### config.mk
export PLATFORM = sky130hd
export DESIGN_NAME = ohlcv_bar_resampler_flat
export DESIGN_NICKNAME = d
export VERILOG_FILES = /design/src/hw/rtl/obr_pkg.sv /design/src/hw/rtl/obr_candle_if.sv /design/src/hw/rtl/obr_bar_if.sv /design/src/hw/rtl/ohlcv_bar_resampler.sv /design/src/hw/rtl/obr_front.sv /design/src/hw/rtl/obr_fifo.sv /design/src/hw/rtl/obr_back.sv /design/src/flat_wrapper.sv
export VERILOG_INCLUDE_DIRS = /design/src /design/src/hw/rtl
export SDC_FILE = /design/constraint.sdc
export NUM_CORES = 2
export LEC_CHECK = 0
export ABC_AREA = 1
export BUFFER_PORTS_ARGS = -buffer_cell sky130_fd_sc_hd__buf_2
export CAP_MARGIN = 20
export CORE_UTILIZATION = 46
export DETAILED_ROUTE_END_ITERATION = 10
export HOLD_SLACK_MARGIN = 0.1
export PLACE_DENSITY_LB_ADDON = 0.08
export SLEW_MARGIN = 20
export SYNTH_ARGS = -nofsm -noshare
export SYNTH_HDL_FRONTEND = slang
export SYNTH_SLANG_ARGS = --single-unit
### constraint.sdc
create_clock -name clk_i -period 24.3 [get_ports clk_i]
set_input_delay 7.29 -clock clk_i [delete_from_list [all_inputs] [get_ports clk_i]]
set_output_delay 7.29 -clock clk_i [all_outputs]
set_load 0.005 [all_outputs]
### src/hw/rtl/ohlcv_bar_resampler_macros.svh
// assertion macros for the ohlcv bar resampler
`ifndef OHLCV_BAR_RESAMPLER_MACROS_SVH
`define OHLCV_BAR_RESAMPLER_MACROS_SVH

// property must hold at every clock edge outside reset
`define OBR_ASSERT(label, prop, msg) \
  label: assert property (@(posedge clk_i) disable iff (!rst_ni) prop) else $error(msg);

// condition must never be seen outside reset
`define OBR_ASSERT_NEVER(label, cond, msg) \
  label: assert property (@(posedge clk_i) disable iff (!rst_ni) !(cond)) else $error(msg);

`endif

### src/hw/rtl/obr_pkg.sv
// shared types and constants for the ohlcv bar resampler
`timescale 1ns / 1ps

package obr_pkg;

  localparam int TsW    = 32;
  localparam int PriceW = 32;
  localparam int VolInW = 32;
  localparam int VolW   = 48;
  localparam int IvW    = 11;

  localparam logic [IvW-1:0]  IvReset = IvW'(1);
  localparam logic [VolW-1:0] VolMax  = '1;

  localparam int QueueDepthDef = 2;

  typedef enum logic [1:0] {
    FS_IDLE,
    FS_DIV,
    FS_PUSH
  } front_state_e;

  typedef enum logic {
    BK_MERGE,
    BK_FLUSH
  } back_state_e;

  // classified candle handed from front to back
  typedef struct packed {
    logic [TsW-1:0]    start_min;
    logic [PriceW-1:0] open_p;
    logic [PriceW-1:0] high_p;
    logic [PriceW-1:0] low_p;
    logic [PriceW-1:0] close_p;
    logic [VolInW-1:0] volume;
    logic              batch_end;
  } qentry_t;

  typedef struct packed {
    logic [TsW-1:0]    bar_start_min;
    logic [PriceW-1:0] bar_open;
    logic [PriceW-1:0] bar_high;
    logic [PriceW-1:0] bar_low;
    logic [PriceW-1:0] bar_close;
    logic [VolW-1:0]   bar_volume;
    logic              final_bar;
  } bar_t;

endpackage

### src/hw/rtl/obr_candle_if.sv
// candle input channel
`timescale 1ns / 1ps

interface obr_candle_if;
  import obr_pkg::*;

  logic              valid;
  logic              ready;
  logic [TsW-1:0]    timestamp_min;
  logic [PriceW-1:0] open_price;
  logic [PriceW-1:0] high_price;
  logic [PriceW-1:0] low_price;
  logic [PriceW-1:0] close_price;
  logic [VolInW-1:0] trade_volume;
  logic              batch_end;

  modport source (
    output valid, timestamp_min, open_price, high_price, low_price, close_price,
           trade_volume, batch_end,
    input  ready
  );

  modport sink (
    input  valid, timestamp_min, open_price, high_price, low_price, close_price,
           trade_volume, batch_end,
    output ready
  );

endinterface

### src/hw/rtl/obr_bar_if.sv
// bar output channel
`timescale 1ns / 1ps

interface obr_bar_if;
  import obr_pkg::*;

  logic              valid;
  logic              ready;
  logic [TsW-1:0]    bar_start_min;
  logic [PriceW-1:0] bar_open;
  logic [PriceW-1:0] bar_high;
  logic [PriceW-1:0] bar_low;
  logic [PriceW-1:0] bar_close;
  logic [VolW-1:0]   bar_volume;
  logic              final_bar;

  modport source (
    output valid, bar_start_min, bar_open, bar_high, bar_low, bar_close,
           bar_volume, final_bar,
    input  ready
  );

  modport sink (
    input  valid, bar_start_min, bar_open, bar_high, bar_low, bar_close,
           bar_volume, final_bar,
    output ready
  );

endinterface

### src/hw/rtl/ohlcv_bar_resampler.sv
// top level of the ohlcv bar resampler
// usage:
//   cand_i carries one-minute candles; a transfer happens when valid and ready are high
//   bar_o carries finished bars; final_bar marks the bar flushed by batch_end
//   cfg_we_i/cfg_wdata_i write the bar length in minutes (0 acts as 1), only while idle
// timing:
//   the front takes one candle, runs a 32-step bit-serial remainder of elapsed
//   minutes by the interval, and pushes the aligned candle into the queue
//   the front takes no new candle until it has pushed the last one into the queue
//   a bar enters the output register when the back takes the candle that closes it
//   a candle that both splits and ends the batch yields two bars on back-to-back cycles
//   when the receiver keeps ready high
// stalls:
//   the output register holds a bar until the receiver takes it; the back stops
//   draining the queue, and once the queue is full the front holds its candle
// reset:
//   asynchronous, active low; no bar open, queue empty, interval back to 1
`timescale 1ns / 1ps

module ohlcv_bar_resampler import obr_pkg::*; #(
  parameter int QueueDepth = QueueDepthDef
) (
  input  logic           clk_i,
  input  logic           rst_ni,
  input  logic           cfg_we_i,
  input  logic [IvW-1:0] cfg_wdata_i,
  obr_candle_if.sink     cand_i,
  obr_bar_if.source      bar_o
);

`include "ohlcv_bar_resampler_macros.svh"

  // front to queue
  logic    q_push_valid, q_push_ready;
  qentry_t q_push_data;
  // queue to back
  logic    q_pop_valid, q_pop_ready;
  qentry_t q_pop_data;

  // intake, origin tracking and alignment
  obr_front u_front (
    .clk_i        (clk_i),
    .rst_ni       (rst_ni),
    .cfg_we_i     (cfg_we_i),
    .cfg_wdata_i  (cfg_wdata_i),
    .cand_i       (cand_i),
    .push_valid_o (q_push_valid),
    .push_ready_i (q_push_ready),
    .push_data_o  (q_push_data)
  );

  // decouples the slow front from output stalls
  obr_fifo #(
    .Depth (QueueDepth)
  ) u_fifo (
    .clk_i        (clk_i),
    .rst_ni       (rst_ni),
    .push_valid_i (q_push_valid),
    .push_ready_o (q_push_ready),
    .push_data_i  (q_push_data),
    .pop_valid_o  (q_pop_valid),
    .pop_ready_i  (q_pop_ready),
    .pop_data_o   (q_pop_data)
  );

  // bar accumulation and emission
  obr_back u_back (
    .clk_i       (clk_i),
    .rst_ni      (rst_ni),
    .pop_valid_i (q_pop_valid),
    .pop_ready_o (q_pop_ready),
    .pop_data_i  (q_pop_data),
    .bar_o       (bar_o)
  );

  // front holds off new candles while one is being aligned
  `OBR_ASSERT(a_one_candle_in_flight, cand_i.valid && cand_i.ready |=> !cand_i.ready, "front took a second candle while busy")
  // each aligned candle is pushed exactly once
  `OBR_ASSERT(a_single_push, q_push_valid && q_push_ready |=> !q_push_valid, "front pushed twice for one candle")
  // after a push the queue offers an entry to the back on the next cycle
  `OBR_ASSERT(a_push_visible, q_push_valid && q_push_ready |=> q_pop_valid, "queue lost a pushed entry")
  // the back never drains while its output is blocked
  `OBR_ASSERT_NEVER(a_no_pop_on_stall, q_pop_ready && bar_o.valid && !bar_o.ready, "back drained the queue during an output stall")

endmodule

### src/hw/rtl/obr_front.sv
// front end: candle intake, batch origin tracking and interval alignment divider
`timescale 1ns / 1ps

module obr_front import obr_pkg::*; (
  input  logic               clk_i,
  input  logic               rst_ni,
  input  logic               cfg_we_i,
  input  logic [IvW-1:0]     cfg_wdata_i,
  obr_candle_if.sink         cand_i,
  output logic               push_valid_o,
  input  logic               push_ready_i,
  output qentry_t            push_data_o
);

  localparam int CntW = $clog2(TsW);

  front_state_e      state_q, state_d;
  logic [IvW-1:0]    iv_cfg_q;
  logic              first_q;
  logic [TsW-1:0]    origin_q;
  logic [TsW-1:0]    base_q;
  logic [TsW-1:0]    dvd_q;
  logic [IvW-1:0]    rem_q, rem_d;
  logic [IvW-1:0]    iv_q;
  logic [CntW-1:0]   cnt_q;
  qentry_t           ent_q;

  logic              accept;
  logic [TsW-1:0]    ts, org, base, elapsed;
  logic [IvW:0]      trial, diff;

  assign accept = cand_i.valid && cand_i.ready;

  // clamp early candles to the batch origin
  always_comb begin
    ts      = cand_i.timestamp_min;
    org     = first_q ? ts : origin_q;
    base    = (ts >= org) ? ts : org;
    elapsed = base - org;
  end

  // one restoring remainder step per cycle
  always_comb begin
    trial = {rem_q, dvd_q[TsW-1]};
    diff  = trial - {1'b0, iv_q};
    rem_d = (trial >= {1'b0, iv_q}) ? diff[IvW-1:0] : trial[IvW-1:0];
  end

  always_ff @(posedge clk_i or negedge rst_ni) begin
    if (!rst_ni) begin
      state_q  <= FS_IDLE;
      iv_cfg_q <= IvReset;
      first_q  <= 1'b1;
    end else begin
      state_q <= state_d;
      if (cfg_we_i) begin
        iv_cfg_q <= cfg_wdata_i;
      end
      if (accept) begin
        first_q <= cand_i.batch_end;
      end
    end
  end

  always_ff @(posedge clk_i) begin
    if (accept) begin
      origin_q         <= org;
      base_q           <= base;
      dvd_q            <= elapsed;
      rem_q            <= '0;
      iv_q             <= (iv_cfg_q == '0) ? IvReset : iv_cfg_q;
      cnt_q            <= CntW'(TsW - 1);
      ent_q.start_min  <= '0;
      ent_q.open_p     <= cand_i.open_price;
      ent_q.high_p     <= cand_i.high_price;
      ent_q.low_p      <= cand_i.low_price;
      ent_q.close_p    <= cand_i.close_price;
      ent_q.volume     <= cand_i.trade_volume;
      ent_q.batch_end  <= cand_i.batch_end;
    end else if (state_q == FS_DIV) begin
      rem_q <= rem_d;
      dvd_q <= {dvd_q[TsW-2:0], 1'b0};
      cnt_q <= cnt_q - CntW'(1);
    end
  end

  always_comb begin
    state_d      = state_q;
    cand_i.ready = 1'b0;
    push_valid_o = 1'b0;
    unique case (state_q)
      FS_IDLE: begin
        cand_i.ready = 1'b1;
        if (cand_i.valid) begin
          state_d = FS_DIV;
        end
      end
      FS_DIV: begin
        if (cnt_q == '0) begin
          state_d = FS_PUSH;
        end
      end
      FS_PUSH: begin
        push_valid_o = 1'b1;
        if (push_ready_i) begin
          state_d = FS_IDLE;
        end
      end
      default: state_d = FS_IDLE;
    endcase
  end

  // aligned start = clamped time minus remainder of elapsed time
  always_comb begin
    push_data_o           = ent_q;
    push_data_o.start_min = base_q - TsW'(rem_q);
  end

endmodule

### src/hw/rtl/obr_fifo.sv
// short queue of classified candles between front and back
`timescale 1ns / 1ps

module obr_fifo import obr_pkg::*; #(
  parameter int Depth = QueueDepthDef
) (
  input  logic    clk_i,
  input  logic    rst_ni,
  input  logic    push_valid_i,
  output logic    push_ready_o,
  input  qentry_t push_data_i,
  output logic    pop_valid_o,
  input  logic    pop_ready_i,
  output qentry_t pop_data_o
);

  localparam int PtrW = (Depth > 1) ? $clog2(Depth) : 1;
  localparam int CntW = $clog2(Depth + 1);

  qentry_t         mem_q [Depth];
  logic [PtrW-1:0] wr_ptr_q, rd_ptr_q;
  logic [CntW-1:0] cnt_q;
  logic            push, pop;

  assign push_ready_o = (cnt_q != CntW'(Depth));
  assign pop_valid_o  = (cnt_q != '0);
  assign push         = push_valid_i && push_ready_o;
  assign pop          = pop_valid_o && pop_ready_i;
  assign pop_data_o   = mem_q[rd_ptr_q];

  always_ff @(posedge clk_i) begin
    if (push) begin
      mem_q[wr_ptr_q] <= push_data_i;
    end
  end

  always_ff @(posedge clk_i or negedge rst_ni) begin
    if (!rst_ni) begin
      wr_ptr_q <= '0;
      rd_ptr_q <= '0;
      cnt_q    <= '0;
    end else begin
      if (push) begin
        wr_ptr_q <= (wr_ptr_q == PtrW'(Depth - 1)) ? '0 : wr_ptr_q + PtrW'(1);
      end
      if (pop) begin
        rd_ptr_q <= (rd_ptr_q == PtrW'(Depth - 1)) ? '0 : rd_ptr_q + PtrW'(1);
      end
      if (push && !pop) begin
        cnt_q <= cnt_q + CntW'(1);
      end else if (pop && !push) begin
        cnt_q <= cnt_q - CntW'(1);
      end
    end
  end

endmodule

### src/hw/rtl/obr_back.sv
// back end: bar accumulation, split and flush, output register
`timescale 1ns / 1ps

module obr_back import obr_pkg::*; (
  input  logic    clk_i,
  input  logic    rst_ni,
  input  logic    pop_valid_i,
  output logic    pop_ready_o,
  input  qentry_t pop_data_i,
  obr_bar_if.source bar_o
);

  back_state_e state_q, state_d;
  logic        open_q, open_d;
  bar_t        cur_q, nxt;
  bar_t        out_q, out_d;
  logic        out_valid_q;
  logic        out_free, take, split, load;
  logic [VolW:0] vsum;

  assign out_free = !out_valid_q || bar_o.ready;
  assign take     = pop_valid_i && pop_ready_o;
  assign split    = open_q && (pop_data_i.start_min != cur_q.bar_start_min);

  // next running bar: fresh from the candle or merged into the open bar
  always_comb begin
    vsum = {1'b0, cur_q.bar_volume} + (VolW + 1)'(pop_data_i.volume);
    nxt  = cur_q;
    nxt.final_bar = 1'b0;
    if (split || !open_q) begin
      nxt.bar_start_min = pop_data_i.start_min;
      nxt.bar_open      = pop_data_i.open_p;
      nxt.bar_high      = pop_data_i.high_p;
      nxt.bar_low       = pop_data_i.low_p;
      nxt.bar_close     = pop_data_i.close_p;
      nxt.bar_volume    = VolW'(pop_data_i.volume);
    end else begin
      if (pop_data_i.high_p > cur_q.bar_high) begin
        nxt.bar_high = pop_data_i.high_p;
      end
      if (pop_data_i.low_p < cur_q.bar_low) begin
        nxt.bar_low = pop_data_i.low_p;
      end
      nxt.bar_close  = pop_data_i.close_p;
      nxt.bar_volume = vsum[VolW] ? VolMax : vsum[VolW-1:0];
    end
  end

  always_comb begin
    state_d     = state_q;
    open_d      = open_q;
    pop_ready_o = 1'b0;
    load        = 1'b0;
    out_d       = cur_q;
    out_d.final_bar = 1'b0;
    unique case (state_q)
      BK_MERGE: begin
        pop_ready_o = out_free;
        if (take) begin
          open_d = 1'b1;
          if (split) begin
            load = 1'b1;
            if (pop_data_i.batch_end) begin
              state_d = BK_FLUSH;
            end
          end else if (pop_data_i.batch_end) begin
            load            = 1'b1;
            out_d           = nxt;
            out_d.final_bar = 1'b1;
            open_d          = 1'b0;
          end
        end
      end
      BK_FLUSH: begin
        if (out_free) begin
          load            = 1'b1;
          out_d.final_bar = 1'b1;
          open_d          = 1'b0;
          state_d         = BK_MERGE;
        end
      end
      default: state_d = BK_MERGE;
    endcase
  end

  always_ff @(posedge clk_i or negedge rst_ni) begin
    if (!rst_ni) begin
      state_q     <= BK_MERGE;
      open_q      <= 1'b0;
      out_valid_q <= 1'b0;
    end else begin
      state_q <= state_d;
      open_q  <= open_d;
      if (load) begin
        out_valid_q <= 1'b1;
      end else if (bar_o.ready) begin
        out_valid_q <= 1'b0;
      end
    end
  end

  always_ff @(posedge clk_i) begin
    if (take) begin
      cur_q <= nxt;
    end
    if (load) begin
      out_q <= out_d;
    end
  end

  assign bar_o.valid         = out_valid_q;
  assign bar_o.bar_start_min = out_q.bar_start_min;
  assign bar_o.bar_open      = out_q.bar_open;
  assign bar_o.bar_high      = out_q.bar_high;
  assign bar_o.bar_low       = out_q.bar_low;
  assign bar_o.bar_close     = out_q.bar_close;
  assign bar_o.bar_volume    = out_q.bar_volume;
  assign bar_o.final_bar     = out_q.final_bar;

endmodule

### src/flat_wrapper.sv
// flat-port wrapper written by rule: the top's interface ports become plain ports
module ohlcv_bar_resampler_flat import obr_pkg::*;
#(
  parameter int QueueDepth = QueueDepthDef
)
  (clk_i, rst_ni, cfg_we_i, cfg_wdata_i, cand_i_valid, cand_i_timestamp_min, cand_i_open_price, cand_i_high_price, cand_i_low_price, cand_i_close_price, cand_i_trade_volume, cand_i_batch_end, cand_i_ready, bar_o_valid, bar_o_bar_start_min, bar_o_bar_open, bar_o_bar_high, bar_o_bar_low, bar_o_bar_close, bar_o_bar_volume, bar_o_final_bar, bar_o_ready);
  obr_candle_if cand_i_i ();
  obr_bar_if bar_o_i ();
  input  logic clk_i;
  input  logic rst_ni;
  input  logic cfg_we_i;
  input  logic [IvW-1:0] cfg_wdata_i;
  input wire logic [$bits(cand_i_i.valid)-1:0] cand_i_valid;
  input wire logic [$bits(cand_i_i.timestamp_min)-1:0] cand_i_timestamp_min;
  input wire logic [$bits(cand_i_i.open_price)-1:0] cand_i_open_price;
  input wire logic [$bits(cand_i_i.high_price)-1:0] cand_i_high_price;
  input wire logic [$bits(cand_i_i.low_price)-1:0] cand_i_low_price;
  input wire logic [$bits(cand_i_i.close_price)-1:0] cand_i_close_price;
  input wire logic [$bits(cand_i_i.trade_volume)-1:0] cand_i_trade_volume;
  input wire logic [$bits(cand_i_i.batch_end)-1:0] cand_i_batch_end;
  output wire logic [$bits(cand_i_i.ready)-1:0] cand_i_ready;
  output wire logic [$bits(bar_o_i.valid)-1:0] bar_o_valid;
  output wire logic [$bits(bar_o_i.bar_start_min)-1:0] bar_o_bar_start_min;
  output wire logic [$bits(bar_o_i.bar_open)-1:0] bar_o_bar_open;
  output wire logic [$bits(bar_o_i.bar_high)-1:0] bar_o_bar_high;
  output wire logic [$bits(bar_o_i.bar_low)-1:0] bar_o_bar_low;
  output wire logic [$bits(bar_o_i.bar_close)-1:0] bar_o_bar_close;
  output wire logic [$bits(bar_o_i.bar_volume)-1:0] bar_o_bar_volume;
  output wire logic [$bits(bar_o_i.final_bar)-1:0] bar_o_final_bar;
  input wire logic [$bits(bar_o_i.ready)-1:0] bar_o_ready;
  assign cand_i_i.valid = cand_i_valid;
  assign cand_i_i.timestamp_min = cand_i_timestamp_min;
  assign cand_i_i.open_price = cand_i_open_price;
  assign cand_i_i.high_price = cand_i_high_price;
  assign cand_i_i.low_price = cand_i_low_price;
  assign cand_i_i.close_price = cand_i_close_price;
  assign cand_i_i.trade_volume = cand_i_trade_volume;
  assign cand_i_i.batch_end = cand_i_batch_end;
  assign cand_i_ready = cand_i_i.ready;
  assign bar_o_valid = bar_o_i.valid;
  assign bar_o_bar_start_min = bar_o_i.bar_start_min;
  assign bar_o_bar_open = bar_o_i.bar_open;
  assign bar_o_bar_high = bar_o_i.bar_high;
  assign bar_o_bar_low = bar_o_i.bar_low;
  assign bar_o_bar_close = bar_o_i.bar_close;
  assign bar_o_bar_volume = bar_o_i.bar_volume;
  assign bar_o_final_bar = bar_o_i.final_bar;
  assign bar_o_i.ready = bar_o_ready;
  ohlcv_bar_resampler #(.QueueDepth(QueueDepth)) u_core (.clk_i(clk_i), .rst_ni(rst_ni), .cfg_we_i(cfg_we_i), .cfg_wdata_i(cfg_wdata_i), .cand_i(cand_i_i), .bar_o(bar_o_i));
endmodule
==> impl_metrics.csv <==
group,metric,value,unit
sta,finalSetupViolCount,0,
clock_tree,cts_sinks,1108,
power_and_ir_drop,total_power,8.73,mW
sta,fin_skew,0.0484,ns
critical_path,path_class,"in -> reg",
critical_path,cp-start-kind,"input pin",
grt,grt_overflow,0,
sta,rsz0062_at_grt,"no",
sta,finalCriticalPeriod,11.67,ns
drt,met3_length,6.24,mm
yosys,synth-seq-area-share,0.641,
yosys,synth.largest_area_cell,"edfxtp_1",
die,fp.dieW,337,um
sta,maxSlewViolCount,0,
power_and_ir_drop,p_leak,24.7,nW
critical_path,arrival,12.14,ns
clock_tree,htreeDepth,3,
cells_and_area,fin_nets,5677,
sta,slew_headroom,0.240,
yosys,synth_cells,4875,
critical_path,reg2reg_depth,8,
die,initial_core_util,0.465,
yosys,synth.avg_cell_area,10.6,um2
placement,place_ws,11.85,ns
cells_and_area,fin_area,59000,um2
cells_and_area,nFillCells,9923,
grt,grt_max_degree,167,
drt,top_layer_used,"met5",
cells_and_area,synthToLayoutAreaGrowth,14.6,%
hold_path,whs_path_depth,0,
hold_path,hold_path_class,"reg -> reg",
grt,track_usage,0.228,
drt,wl_met1,56.3,mm
placement,place_area,55000,um2
grt,grt_pass1_wl,196,mm
critical_path,worst_path_most_repeated_cell,"nand2_1",
drt,totalWireLength,130,mm
sta,post-route-period-util,0.480,
die,core,111000,um2
cells_and_area,seq_area,33000,um2
yosys,synthTopCellsByArea,"edfxtp_1 62%, nand2_1 11%, ha_1 4.4%",
grt,antenna_found_initial,29,
placement,hpwl,87.3,mm
sta,worst_slew_pin_slew,1.14,ns
clock_tree,cts_tree,"built",
clock_tree,clkLatencyLatePin,0.74,ns
yosys,synth_area,51500,um2
critical_path,crit_path_end_kind,"register",
yosys,ys_warn_count,0,
clock_tree,cts_root_buffer,"clkbuf_16",
critical_path,crit_required,24.77,ns
status,status,"finished clean",
drt,drc_errors,0,
drt,route.vias.total,34600,
cells_and_area,drive_gt1_frac,0.139,
clock_tree,hold_buffers,0,
sta,fin_ws,12.63,ns
yosys,synth-main-ff-cell,"edfxtp_1",
yosys,async_reset_ff_frac,0.0190,
drt,wire_per_inst,18.9,um
power_and_ir_drop,peakVddDrop,0.111,mV
yosys,ys_ff_latch,1108,
drt,via_per_inst,5.02,
power_and_ir_drop,powerDensity,148,nW/um2
critical_path,path_max_fanout,39,
die,die-area,113000,um2
cells_and_area,fin_cells,6879,
drt,dr.first_iter.drc_count,2312,
clock_tree,postCtsSetupBuffers,0,
die,fp.dieH,337,um
sta,finalHoldViolCount,0,
die,rows,122,
clock_tree,clock_path_buffers,3,
yosys,ys_types,48,
placement,portBuffers,419,
die,ios,420,
drt,dr.pass1.iters,5,
sta,setup_tns,0,ns
yosys,syn_nets,5270,
cells_and_area,multi_input_area,15800,um2
grt,grt_pass1_vias,33300,
clock_tree,cts_buffers,117,
critical_path,cpMaxStageDelayCell,"nand3_2",
drt,ant_nets,0,
placement,globalplace.congestion,0.910,
job,cap_violations,0,
critical_path,critPathMaxStageDelay,0.53,ns
sta,fmax,0.0857,GHz
clock_tree,cts_resized,0,
drt,met2_wirelength,63.3,mm
placement,placedCellCount,6651,
yosys,synth_top_area_frac,0.624,
yosys,synth-edff-count,1071,
clock_tree,clk_pin_slew,0.07,ns
## critical path, delay by kind of cell
family / cells / cell delay [ns]
AO/OA/AOI/OAI: 4 / 0.93
adder cells (fa/ha/maj): 3 / 1.03
buffers and inverters: 5 / 0.76
AND/OR/NAND/NOR: 19 / 2.09
## stage by stage
stage	hold slack (ns)	utilization
after global placement	0.422	0.496
after floorplan	0.421	-
after CTS	0.411	0.532
after detailed placement	0.429	0.496
after global routing	0.429	0.532
final	0.416	0.532
## Yosys cell counts, types with 9 or more instances
master / count
buf_4: 25
edfxtp_1: 1071
dfrtp_1: 19
clkbuf_1: 88
and2_1: 69
buf_2: 26
o21ai_1: 27
xnor2_1: 34
inv_1: 509
o21ai_0: 291
nor4_1: 9
o21ai_2: 17
mux2i_1: 34
nor2_1: 220
a31oi_1: 17
nand2_1: 1503
o21bai_1: 10
or2_2: 71
ha_1: 182
nor3_1: 21
xor2_1: 57
nand4_1: 41
buf_1: 9
buf_6: 12
dfxtp_1: 16
nand3_1: 278
a21oi_1: 156
## placed cells by master, fill, tap and decap left out, types with 7 or more instances in the layout
| master | Yosys | layout |
|---|---|---|
| ha_1 | 182 | 182 |
| nand4_1 | 41 | 41 |
| dfrtp_1 | 19 | 18 |
| xor2_1 | 57 | 57 |
| and2_1 | 69 | 69 |
| clkinv_2 | 1 | 29 |
| mux2i_1 | 34 | 34 |
| clkinv_1 | 0 | 19 |
| or2_2 | 71 | 71 |
| nor4_1 | 9 | 9 |
| nand2_1 | 1503 | 1499 |
| dfxtp_1 | 16 | 16 |
| nor3_1 | 21 | 21 |
| a21oi_1 | 156 | 155 |
| xnor2_1 | 34 | 34 |
| o21ai_0 | 291 | 291 |
| nand2_2 | 5 | 7 |
| o21a_1 | 8 | 8 |
| a31oi_1 | 17 | 17 |
| nor2_1 | 220 | 218 |
| buf_2 | 26 | 419 |
| nand3b_1 | 8 | 8 |
| bufinv_16 | 0 | 15 |
| inv_1 | 509 | 507 |
| o21ai_1 | 27 | 27 |
| clkbuf_1 | 88 | 17 |
| a21boi_0 | 8 | 8 |
| edfxtp_1 | 1071 | 1071 |
| nand3_1 | 278 | 276 |
| o21bai_1 | 10 | 10 |
| clkbuf_16 | 0 | 117 |
| buf_4 | 25 | 26 |
| o21ai_2 | 17 | 17 |
## cells by family after synthesis
group,count (synthesis),synth area share
AND/OR/NAND/NOR,2227,0.180
flip-flops,1108,0.641
buffers and inverters,672,0.0532
AO/OA/AOI/OAI,556,0.0581
adder cells (fa/ha/maj),186,0.0458
XOR/XNOR,91,0.0155
multiplexers,35,0.00683
## cell type report
type,instances,share of cell area
antenna,6,0.000254
inverter,512,0.0329
timing repair buffer,448,0.0399
sequential,1108,0.560
tap,1488,0.0316
clock inverter,85,0.0165
clock buffer,137,0.0514
multi-input combinational,3095,0.268
## metal layers
metal,GRT usage,up-vias
li1,-,17300
met1,0.297,16200
met2,0.386,747
met3,0.0365,223
met4,0.0798,20
met5,0,-
## state kept, by name, indices dropped and copies added (netlist names), 2 cells and up
signal / flops
u_core.u_front.iv_cfg_q: 11
u_core.u_front.base_q: 32
u_core.u_back.bar_o.bar_low: 32
u_core.u_front.state_q: 2
u_core.u_front.dvd_q: 32
u_core.u_back.bar_o.bar_open: 32
u_core.u_front.cnt_q: 5
u_core.u_back.bar_o.bar_close: 32
u_core.u_front.rem_q: 11
u_core.u_front.iv_q: 11
u_core.u_fifo.mem_q: 386
u_core.u_front.origin_q: 32
u_core.u_back.cur_q: 208
u_core.u_front.push_data_o: 161
u_core.u_back.bar_o.bar_volume: 48
u_core.u_fifo.cnt_q: 2
u_core.u_back.bar_o.bar_start_min: 32
u_core.u_back.bar_o.bar_high: 32
## final timing paths
check / start / slack, ns / end
worst min register to register: u_core.u_front.push_data_o[110]$_DFFE_PP_ / 0.42 / u_core.u_fifo.mem_q[1][110]$_DFFE_PP_
worst max register to register: u_core.u_fifo.rd_ptr_q$_DFFE_PN0P_ / 18.11 / u_core.u_back.bar_o.bar_start_min[31]$_DFFE_PP_
worst min-delay path: u_core.u_front.push_data_o[110]$_DFFE_PP_ / 0.42 / u_core.u_fifo.mem_q[1][110]$_DFFE_PP_
worst max-delay path: cand_i_timestamp_min[1] / 12.63 / u_core.u_front.dvd_q[22]$_DFFE_PP_
max in group asynchronous: rst_ni / 17.36 / u_core.u_fifo.rd_ptr_q$_DFFE_PN0P_
min in group asynchronous: rst_ni / 6.53 / u_core.u_front.iv_cfg_q[9]$_DFFE_PN0P_
## power by group
part	switching (mW)	internal, mW	total, mW
sequential	0.308	3.07	3.38
clock	0.773	1.06	1.83
combinational	2.39	1.12	3.51
No activity file was read; power rests on OpenSTA's default activity.
